--- config.mk ---
export PLATFORM = sky130hd
export DESIGN_NAME = lsd_ctrl
export DESIGN_NICKNAME = d
export VERILOG_FILES = /design/src/sv/lsd_pkg.sv /design/src/sv/lsd_ctrl.sv
export SDC_FILE = /design/constraint.sdc
export NUM_CORES = 1
export LEC_CHECK = 0
export ABC_AREA = 1
export BUFFER_PORTS_ARGS = -buffer_cell sky130_fd_sc_hd__buf_4
export CORE_MARGIN = 2
export CORE_UTILIZATION = 45
export DETAILED_ROUTE_END_ITERATION = 8
export GPL_TIMING_DRIVEN = 0
export PLACE_DENSITY = 0.77
export SYNTH_ARGS = -nofsm -noshare
export SYNTH_HDL_FRONTEND = slang
export SYNTH_SLANG_ARGS = --single-unit
--- constraint.sdc ---
create_clock -name clk_i -period 6.8 [get_ports clk_i]
set_input_delay 1.7 -clock clk_i [delete_from_list [all_inputs] [get_ports clk_i]]
set_output_delay 1.7 -clock clk_i [all_outputs]
set_load 0.01 [all_outputs]
--- src/sv/lsd_pkg.sv ---
`timescale 1ns / 1ps
// ---------------------------------------------------------------------------
// lsd_pkg: shared constants and types for the decimal radix sorter
// Sizes, state codes and the controller-to-datapath command bundle.
// ---------------------------------------------------------------------------
package lsd_pkg;

  localparam int MAX_ITEMS  = 64;
  localparam int MAX_DIGITS = 9;
  localparam int RADIX      = 10;
  localparam int IDX_W      = $clog2(MAX_ITEMS);
  localparam int CNT_W      = IDX_W + 1;
  localparam int VAL_W      = 30;
  localparam int DIG_W      = 4;
  localparam int ND_W       = 4;
  localparam int TDATA_W    = 32;

  // 1 / 10 as a 35-bit fixed-point reciprocal, exact for 32-bit dividends
  localparam logic [31:0] RECIP10  = 32'hCCCC_CCCD;
  localparam int          RECIP_SH = 35;

  // controller states
  localparam logic [3:0] ST_IDLE   = 4'd0;
  localparam logic [3:0] ST_PINIT  = 4'd1;
  localparam logic [3:0] ST_CRD    = 4'd2;
  localparam logic [3:0] ST_CMUL   = 4'd3;
  localparam logic [3:0] ST_CACC   = 4'd4;
  localparam logic [3:0] ST_PFX    = 4'd5;
  localparam logic [3:0] ST_SRD    = 4'd6;
  localparam logic [3:0] ST_SMUL   = 4'd7;
  localparam logic [3:0] ST_SACC   = 4'd8;
  localparam logic [3:0] ST_ORD    = 4'd9;
  localparam logic [3:0] ST_OWAIT  = 4'd10;

  // one stored entry: the value and its running quotient by 10^pass
  typedef struct packed {
    logic [VAL_W-1:0] value;
    logic [VAL_W-1:0] quo;
  } entry_t;

  typedef struct packed {
    logic             load_we;   // write incoming value to bank A
    logic [IDX_W-1:0] addr;      // read address, load write address
    logic             src_sel;   // 0: bank A is source, 1: bank B
    logic             cnt_clr;   // clear digit counts and running sum
    logic             cnt_inc;   // bump count of current digit
    logic             scat_we;   // scatter current entry to other bank
    logic             pfx_en;    // one step of the exclusive prefix sum
    logic [DIG_W-1:0] pfx_idx;
  } dp_cmd_t;

endpackage

--- src/sv/lsd_ctrl.sv ---
`timescale 1ns / 1ps
// ---------------------------------------------------------------------------
// lsd_ctrl: sorter controller
// Sequences load, per-digit count / prefix / scatter passes and readout.
// ---------------------------------------------------------------------------
module lsd_ctrl (
  input  logic                         clk_i,
  input  logic                         rst_ni,
  input  logic                         in_valid_i,
  input  logic                         in_last_i,
  output logic                         in_ready_o,
  output logic                         out_valid_o,
  output logic                         out_last_o,
  output logic                         out_drop_o,
  input  logic                         out_ready_i,
  input  logic                         cfg_we_i,
  input  logic [lsd_pkg::ND_W-1:0]     cfg_data_i,
  output lsd_pkg::dp_cmd_t             cmd_o
);

  logic [3:0]                state_q, state_d;
  logic [lsd_pkg::CNT_W-1:0] n_q, n_d, idx_q, idx_d;
  logic                      ovf_q, ovf_d, src_q, src_d;
  logic [lsd_pkg::ND_W-1:0]  nd_q, pass_q, pass_d, passes_q, passes_d;
  logic [lsd_pkg::DIG_W-1:0] dig_q, dig_d;
  logic                      idx_end, in_acc, out_acc;

  assign idx_end = (idx_q + 1'b1) == n_q;
  assign in_acc  = in_valid_i && in_ready_o;
  assign out_acc = out_valid_o && out_ready_i;

  assign in_ready_o  = (state_q == lsd_pkg::ST_IDLE);
  assign out_valid_o = (state_q == lsd_pkg::ST_OWAIT);
  assign out_last_o  = idx_end;
  assign out_drop_o  = ovf_q;

  // digit-count register
  always_ff @(posedge clk_i or negedge rst_ni) begin
    if (!rst_ni) begin
      nd_q <= lsd_pkg::ND_W'(1);
    end else if (cfg_we_i) begin
      nd_q <= cfg_data_i;
    end
  end

  // next state and commands
  always_comb begin
    state_d  = state_q;
    n_d      = n_q;
    idx_d    = idx_q;
    ovf_d    = ovf_q;
    src_d    = src_q;
    pass_d   = pass_q;
    passes_d = passes_q;
    dig_d    = dig_q;
    cmd_o         = '0;
    cmd_o.src_sel = src_q;
    cmd_o.addr    = idx_q[lsd_pkg::IDX_W-1:0];
    cmd_o.pfx_idx = dig_q;
    case (state_q)
      lsd_pkg::ST_IDLE: begin
        cmd_o.addr = n_q[lsd_pkg::IDX_W-1:0];
        if (in_acc) begin
          if (n_q < lsd_pkg::CNT_W'(lsd_pkg::MAX_ITEMS)) begin
            cmd_o.load_we = 1'b1;
            n_d = n_q + 1'b1;
          end else begin
            ovf_d = 1'b1;
          end
          if (in_last_i) begin
            passes_d = (nd_q > lsd_pkg::ND_W'(lsd_pkg::MAX_DIGITS)) ?
                       lsd_pkg::ND_W'(lsd_pkg::MAX_DIGITS) : nd_q;
            src_d  = 1'b0;
            pass_d = '0;
            idx_d  = '0;
            state_d = (passes_d == '0) ? lsd_pkg::ST_ORD : lsd_pkg::ST_PINIT;
          end
        end
      end
      lsd_pkg::ST_PINIT: begin
        cmd_o.cnt_clr = 1'b1;
        idx_d   = '0;
        state_d = lsd_pkg::ST_CRD;
      end
      lsd_pkg::ST_CRD:  state_d = lsd_pkg::ST_CMUL;
      lsd_pkg::ST_CMUL: state_d = lsd_pkg::ST_CACC;
      lsd_pkg::ST_CACC: begin
        cmd_o.cnt_inc = 1'b1;
        idx_d = idx_q + 1'b1;
        if (idx_end) begin
          dig_d   = '0;
          state_d = lsd_pkg::ST_PFX;
        end else begin
          state_d = lsd_pkg::ST_CRD;
        end
      end
      lsd_pkg::ST_PFX: begin
        cmd_o.pfx_en = 1'b1;
        dig_d = dig_q + 1'b1;
        if (dig_q == lsd_pkg::DIG_W'(lsd_pkg::RADIX - 1)) begin
          idx_d   = '0;
          state_d = lsd_pkg::ST_SRD;
        end
      end
      lsd_pkg::ST_SRD:  state_d = lsd_pkg::ST_SMUL;
      lsd_pkg::ST_SMUL: state_d = lsd_pkg::ST_SACC;
      lsd_pkg::ST_SACC: begin
        cmd_o.scat_we = 1'b1;
        cmd_o.cnt_inc = 1'b1;
        idx_d = idx_q + 1'b1;
        if (idx_end) begin
          src_d  = !src_q;
          pass_d = pass_q + 1'b1;
          idx_d  = '0;
          state_d = ((pass_q + 1'b1) == passes_q) ? lsd_pkg::ST_ORD : lsd_pkg::ST_PINIT;
        end else begin
          state_d = lsd_pkg::ST_SRD;
        end
      end
      lsd_pkg::ST_ORD: state_d = lsd_pkg::ST_OWAIT;
      lsd_pkg::ST_OWAIT: begin
        if (out_acc) begin
          if (idx_end) begin
            n_d     = '0;
            ovf_d   = 1'b0;
            state_d = lsd_pkg::ST_IDLE;
          end else begin
            idx_d   = idx_q + 1'b1;
            state_d = lsd_pkg::ST_ORD;
          end
        end
      end
      default: state_d = lsd_pkg::ST_IDLE;
    endcase
  end

  // control registers
  always_ff @(posedge clk_i or negedge rst_ni) begin
    if (!rst_ni) begin
      state_q  <= lsd_pkg::ST_IDLE;
      n_q      <= '0;
      idx_q    <= '0;
      ovf_q    <= 1'b0;
      src_q    <= 1'b0;
      pass_q   <= '0;
      passes_q <= '0;
      dig_q    <= '0;
    end else begin
      state_q  <= state_d;
      n_q      <= n_d;
      idx_q    <= idx_d;
      ovf_q    <= ovf_d;
      src_q    <= src_d;
      pass_q   <= pass_d;
      passes_q <= passes_d;
      dig_q    <= dig_d;
    end
  end

endmodule

Word level (Yosys, flattened, before mapping)
Index checks and enable logic that the tools add are counted.
{"block": "word_totals", "register_bits": 36, "output_inout_bits": 20, "elab_cells": 100}
{"block": "classes", "n_lt_le_gt_ge": 2, "n_reduce_logical": 17, "n_eq_ne": 23, "muxes": 45, "n_addsub": 4}
{"operator": "7-bit 2-to-1 mux", "n": 11}
{"operator": "4-bit 2-to-1 mux", "n": 13}
{"operator": "4-bit one-hot mux with 11 select lines", "n": 1}
{"operator": "7-bit one-hot mux with 6 select lines", "n": 1}
{"operator": "4-bit by 3-bit == test with 1-bit output (second input constant)", "n": 4}
{"operator": "4-bit == test (second input constant)", "n": 4}
{"operator": "4-bit one-hot mux with 2 select lines", "n": 2}
{"operator": "7-bit by 1-bit adder with 7-bit output (second input constant)", "n": 2}
{"operator": "7-bit one-hot mux with 2 select lines", "n": 1}
{"operator": "1-bit 2-to-1 mux", "n": 13}
{"operator": "2-bit != test (second input constant)", "n": 6}
{"operator": "5-bit AND reduction", "n": 2}
{"operator": "4-bit by 1-bit adder with 4-bit output (second input constant)", "n": 2}
{"operator": "4-bit by 2-bit == test with 1-bit output (second input constant)", "n": 2}
{"operator": "4-bit zero test", "n": 2}
{"operator": "2-bit by 1-bit != test with 1-bit output (second input constant)", "n": 4}
{"operator": "4-bit AND reduction", "n": 2}
{"operator": "7-bit == test", "n": 1}
{"operator": "7-bit less-than comparator (second input constant)", "n": 1}
{"operator": "6-bit AND reduction", "n": 1}
{"operator": "2-bit nonzero test", "n": 3}
{"operator": "6-bit nonzero test", "n": 1}
{"operator": "4-bit by 1-bit == test with 1-bit output (second input constant)", "n": 1}
{"operator": "4-bit == test", "n": 1}
{"operator": "8 further kinds", "n": 10}

Logic depth before layout (Yosys ltp)
{"block": "depth", "word_depth": 7, "ltp_mapped": 15}

Least setup slack after synthesis
OpenSTA, ideal clock, no wires.
{"block": "synth_timing", "path_type": "input -> output", "from": "in out_ready_i", "to": "out cmd_o[15] (netlist name)", "arrival_time_ns": 2.397, "stages": 6, "slack_ns": 2.703, "n_path_buf": 1, "cell_sequence": "or2_1 > o21ai_0 > inv_1 > nand3_2 > buf_6 > nor2_1"}
{"item": "start: declaration", "line_no": "lsd_ctrl.sv:15", "source": "input logic out_ready_i,"}
{"item": "end: declaration", "line_no": "lsd_ctrl.sv:18", "source": "output lsd_pkg::dp_cmd_t cmd_o"}

==> results.md <==
- Cell internal power was estimated by the tool at 0.684 mW.
- From synthesis to final layout, the design area changed by 19.7%.
- For the worst setup path, the data arrival time is 2690 ps.
- After the first detailed-routing iteration, the DRC count stood at 145.
- The detailed-placement wirelength estimate is 4120 um.
- The pin count of the biggest net entering global routing is 37.
- The fraction of registers with async set or reset after synthesis is 100%.
- The longest clock path from root to sink contains 2 buffers.
- The post-synthesis instance area is 0.00235 sq mm.
- The setup check on the worst reg-to-reg path leaves a slack of 4510 ps.
- The fraction of met1 tracks used by global routing is 26.0%.
- Of the total power, the share spent switching nets is 42.4%.
- The master of the slowest instance on the critical path is sky130_fd_sc_hd__or2_1.
- TritonCTS built the clock tree.
- The routed length per instance is 12.6 um.
- After detailed routing, the number of vias per cell comes to 5.12.
- The number of distinct library cell variants in the gate-level netlist after synthesis is 34.
- The total power is 1.19 mW.
- In this run the remaining antenna-violating nets after routing total 0.
- The number of global-route vias before repair is 2166.
- The count of final max-slew check failures was 0.
- In the post-synthesis netlist, the biggest area contributors are sky130_fd_sc_hd__dfrtp_1 37%, sky130_fd_sc_hd__nand2_1 16%, sky130_fd_sc_hd__nand3_1 8.7%.
- In the synthesized netlist, the cells that appear most often are 98 x sky130_fd_sc_hd__nand2_1, 44 x sky130_fd_sc_hd__inv_1, 41 x sky130_fd_sc_hd__nand3_1, 35 x sky130_fd_sc_hd__dfrtp_1, 28 x sky130_fd_sc_hd__o21ai_0.
- For this configuration, the core starts out at a cell density of 46.4%.
- The worst pin sits at a relative slew slack of 67.1%.
- The net count after synthesis is 350.
- The number of buffers inserted for hold repair after clock tree synthesis is 0.
- The register share of total power is 29.1%.
- The worst setup path is launched from a primary input.
- Summed over all nets, the switching power comes to 0.504 mW.
- The congestion estimate from routability-driven global placement came to 0.905.
- The count of endpoints failing setup in the final report is 0.
- The largest single stage delay on the critical path is 260 ps.
- The number of detailed-routing iterations run before antenna repair is 4.
- The global routing met3 resource utilization is 4.03%.
- In this run the power density over the cells is 421 mW/mm^2.
- The floorplan row count is 26.
- For the pin with the worst max-slew slack, the measured transition is 492 ps.
- The count of buffers added on input and output ports is 29.
- The post-CTS setup buffer count is 0.
- IR analysis of the VDD net gives a maximum drop of 0.160 mV.
- At the worst endpoint, the required time is 5100 ps.
- The max-capacitance violation count is 0.
- The synthesis-stage register bit count is 36.
- The tree is rooted in a sky130_fd_sc_hd__clkbuf_8.
- In the routed design, unresolved DRC markers number 0.
- The worst clock skew on the final layout is 10.5 ps.
- The clock network latency to the later pin of the worst-skew pair is 300 ps.
- The number of antenna violations at the first check in global routing came to 0.
- The final layout contains routed wiring with a total length of 5580 um.
- The worst setup path is captured at an output pin.
- The leakage component of the power is 1.44 nW.
- The vertical die dimension is 76.3 um.
- The share of the Yosys chip area taken by registers is 38.3%.
- The net count reported at finish is 386.
- After routing, the total negative slack on setup checks comes to 0 ps.
- The global-route congestion overflow total is 0.
- The layer carrying the most global-route usage is met2.
- The highest achievable clock rate is 228 MHz.
- The number of hold-slack violations in the final timing report is 0.
- The filler cells instantiated in the layout total 509.
- The most used flip-flop cell after synthesis is sky130_fd_sc_hd__dfrtp_1.
- Counting every sink on the clock net gives 36.
- The clock network is responsible for 22.5% of the overall power.
- The critical path's most frequent cell is sky130_fd_sc_hd__buf_4.
- The signal on the critical path passes through buf_4 -> or2_1 -> o21ai_0 -> inv_1 -> nand3_2 -> buf_6 -> nor2_1 -> buf_4.
- The number of warnings reported in the yosys synthesis log is 0.
- After layout, the worst path uses 64.6% of the clock period.
- The proportion of netlist area held by the largest area contributor is 37.2%.
- The die area is 0.00583 sq mm.
- In the global route stage, overall resource usage came out at 20.5%.
- The post-synthesis average cell area is 7.03 sq um.
- TritonCTS created 5 clock buffers.
- The most area-hungry cell type in the Yosys netlist is sky130_fd_sc_hd__dfrtp_1.
- The class of the most critical hold timing path is reg2reg.
- The number of gates given a new drive strength after cts is 0.
- The first global-routing pass estimated 9750 um of wire.
- Clock-pin slew was measured on the worst setup and hold paths at 80 ps.
- The region available for standard cell placement spans 0.00507 sq mm.
- The met2 usage is 34.7%.
- Setup repair after global routing left no endpoint under its margin.
- The horizontal die dimension is 76.3 um.
- The H-tree was split into 2 levels.
- The synthesized instance count is 335.
- The flow ran to the end, and the final reports show no timing, DRC or antenna violations.
- Combinational logic is responsible for 48.4% of the overall power.
- The number of flops mapped to enable cells by yosys is 0.
- Cells with a size suffix above 1 make up 15.9% of the layout.
- After layout, the minimum clock period comes to 4390 ps.
- The vias after detailed routing is 2265.
- During I/O placement, the number of pins put on the boundary was 30.
- The count of inserted antenna diode cells is 0.
- The most common cell in the synthesized netlist is sky130_fd_sc_hd__nand2_1.
- The type of the setup path with the least slack is in2out.
- The maximum fanout along the worst path is 10.
[metrics by stage]
| step | cell area (sq um) | cells | hold slack (ps) | utilization, % | worst slack (ps) |
|---|---|---|---|---|---|
| 2_1_floorplan | 2350 | 335 | 456 | - | 2700 |
| 4_1_cts | 2820 | 442 | 501 | 55.5 | 2410 |
| 3_5_place_dp | 2660 | 434 | 481 | 52.4 | 2410 |
| 6_report | 2820 | 442 | 496 | 55.5 | 2410 |
| 5_1_grt | 2820 | 442 | 517 | 55.5 | 2330 |
| 3_3_place_gp | 2660 | 434 | 465 | 52.4 | 2410 |
[power by group through the flow]
stage,sequential [mW],clock [mW],combinational [mW]
after floorplan,0.338,0,0.400
after global placement,0.346,0,0.563
after detailed placement,0.350,0,0.576
after CTS,0.346,0.270,0.579
after global routing,0.356,0.281,0.650
final,0.346,0.267,0.575
[per-layer routing]
layer	wire [um]	part of all wire, %
met1	2530	45
met2	2740	49
met3	215	3.9
met4	98	1.8
met5	0	0
[registers in the layout (all words and copies together) (netlist names)]
register and cells:
out_drop_o 1, pass_q 4, dig_q 4, state_q 4, n_q 7, src_q 1, idx_q 7, nd_q 4
passes_q 4
[layout make-up]
class	count	area, sq um	share of cell area [%]
Multi-Input combinational cell	245	1220	43.5
Clock buffer	5	68.8	2.44
Buffer	7	46.3	1.64
Timing Repair Buffer	29	218	7.72
Clock inverter	3	90.1	3.20
Inverter	47	181	6.44
Tap cell	70	87.6	3.11
Sequential cell	36	902	32.0
[path summary, 6_finish.rpt]
path,start,to,cells past startpoint
worst max-delay path,out_ready_i,cmd_o[15],8
worst min-delay path,src_q,src_q,1
worst max register to register,idx_q[0],idx_q[4],14
worst min register to register,src_q,src_q,1
max in group asynchronous,rst_ni,nd_q[0],1
min in group asynchronous,rst_ni,pass_q[2],1
[critical path, delay by kind of cell]
| kind | cells | cell delay [ps] |
|---|---|---|
| buffers and inverters | 4 | 470 |
| AOI/OAI and AO/OA | 1 | 90 |
| and+or+nand+nor | 3 | 430 |
[layout by cell type, fill, tap and decap left out, drive strengths merged, types with 2 or more instances in the layout]
cell | Yosys | final
ha | 5 | 5
inv | 47 | 47
nor2 | 25 | 25
xnor2 | 4 | 4
a21oi | 5 | 5
nand3 | 42 | 42
nor3 | 5 | 5
nand4 | 4 | 4
nand2 | 104 | 104
clkbuf | 3 | 8
bufinv | 0 | 3
buf | 4 | 33
dfrtp | 35 | 35
mux2 | 2 | 2
o21ai | 34 | 34
nand3b | 2 | 2
xor2 | 6 | 6
[cell families after synthesis]
group | Yosys count | synth area share [%]
DFF | 36 | 38.3
xor gates and xnor gates | 10 | 3.72
and+or+nand+nor | 183 | 34.0
buffers and inverters | 54 | 9.67
muxes | 2 | 0.956
AOI/OAI and AO/OA | 45 | 10.7
adders and majority gates | 5 | 2.66
Note: power is estimated with default switching activity, not from simulation.
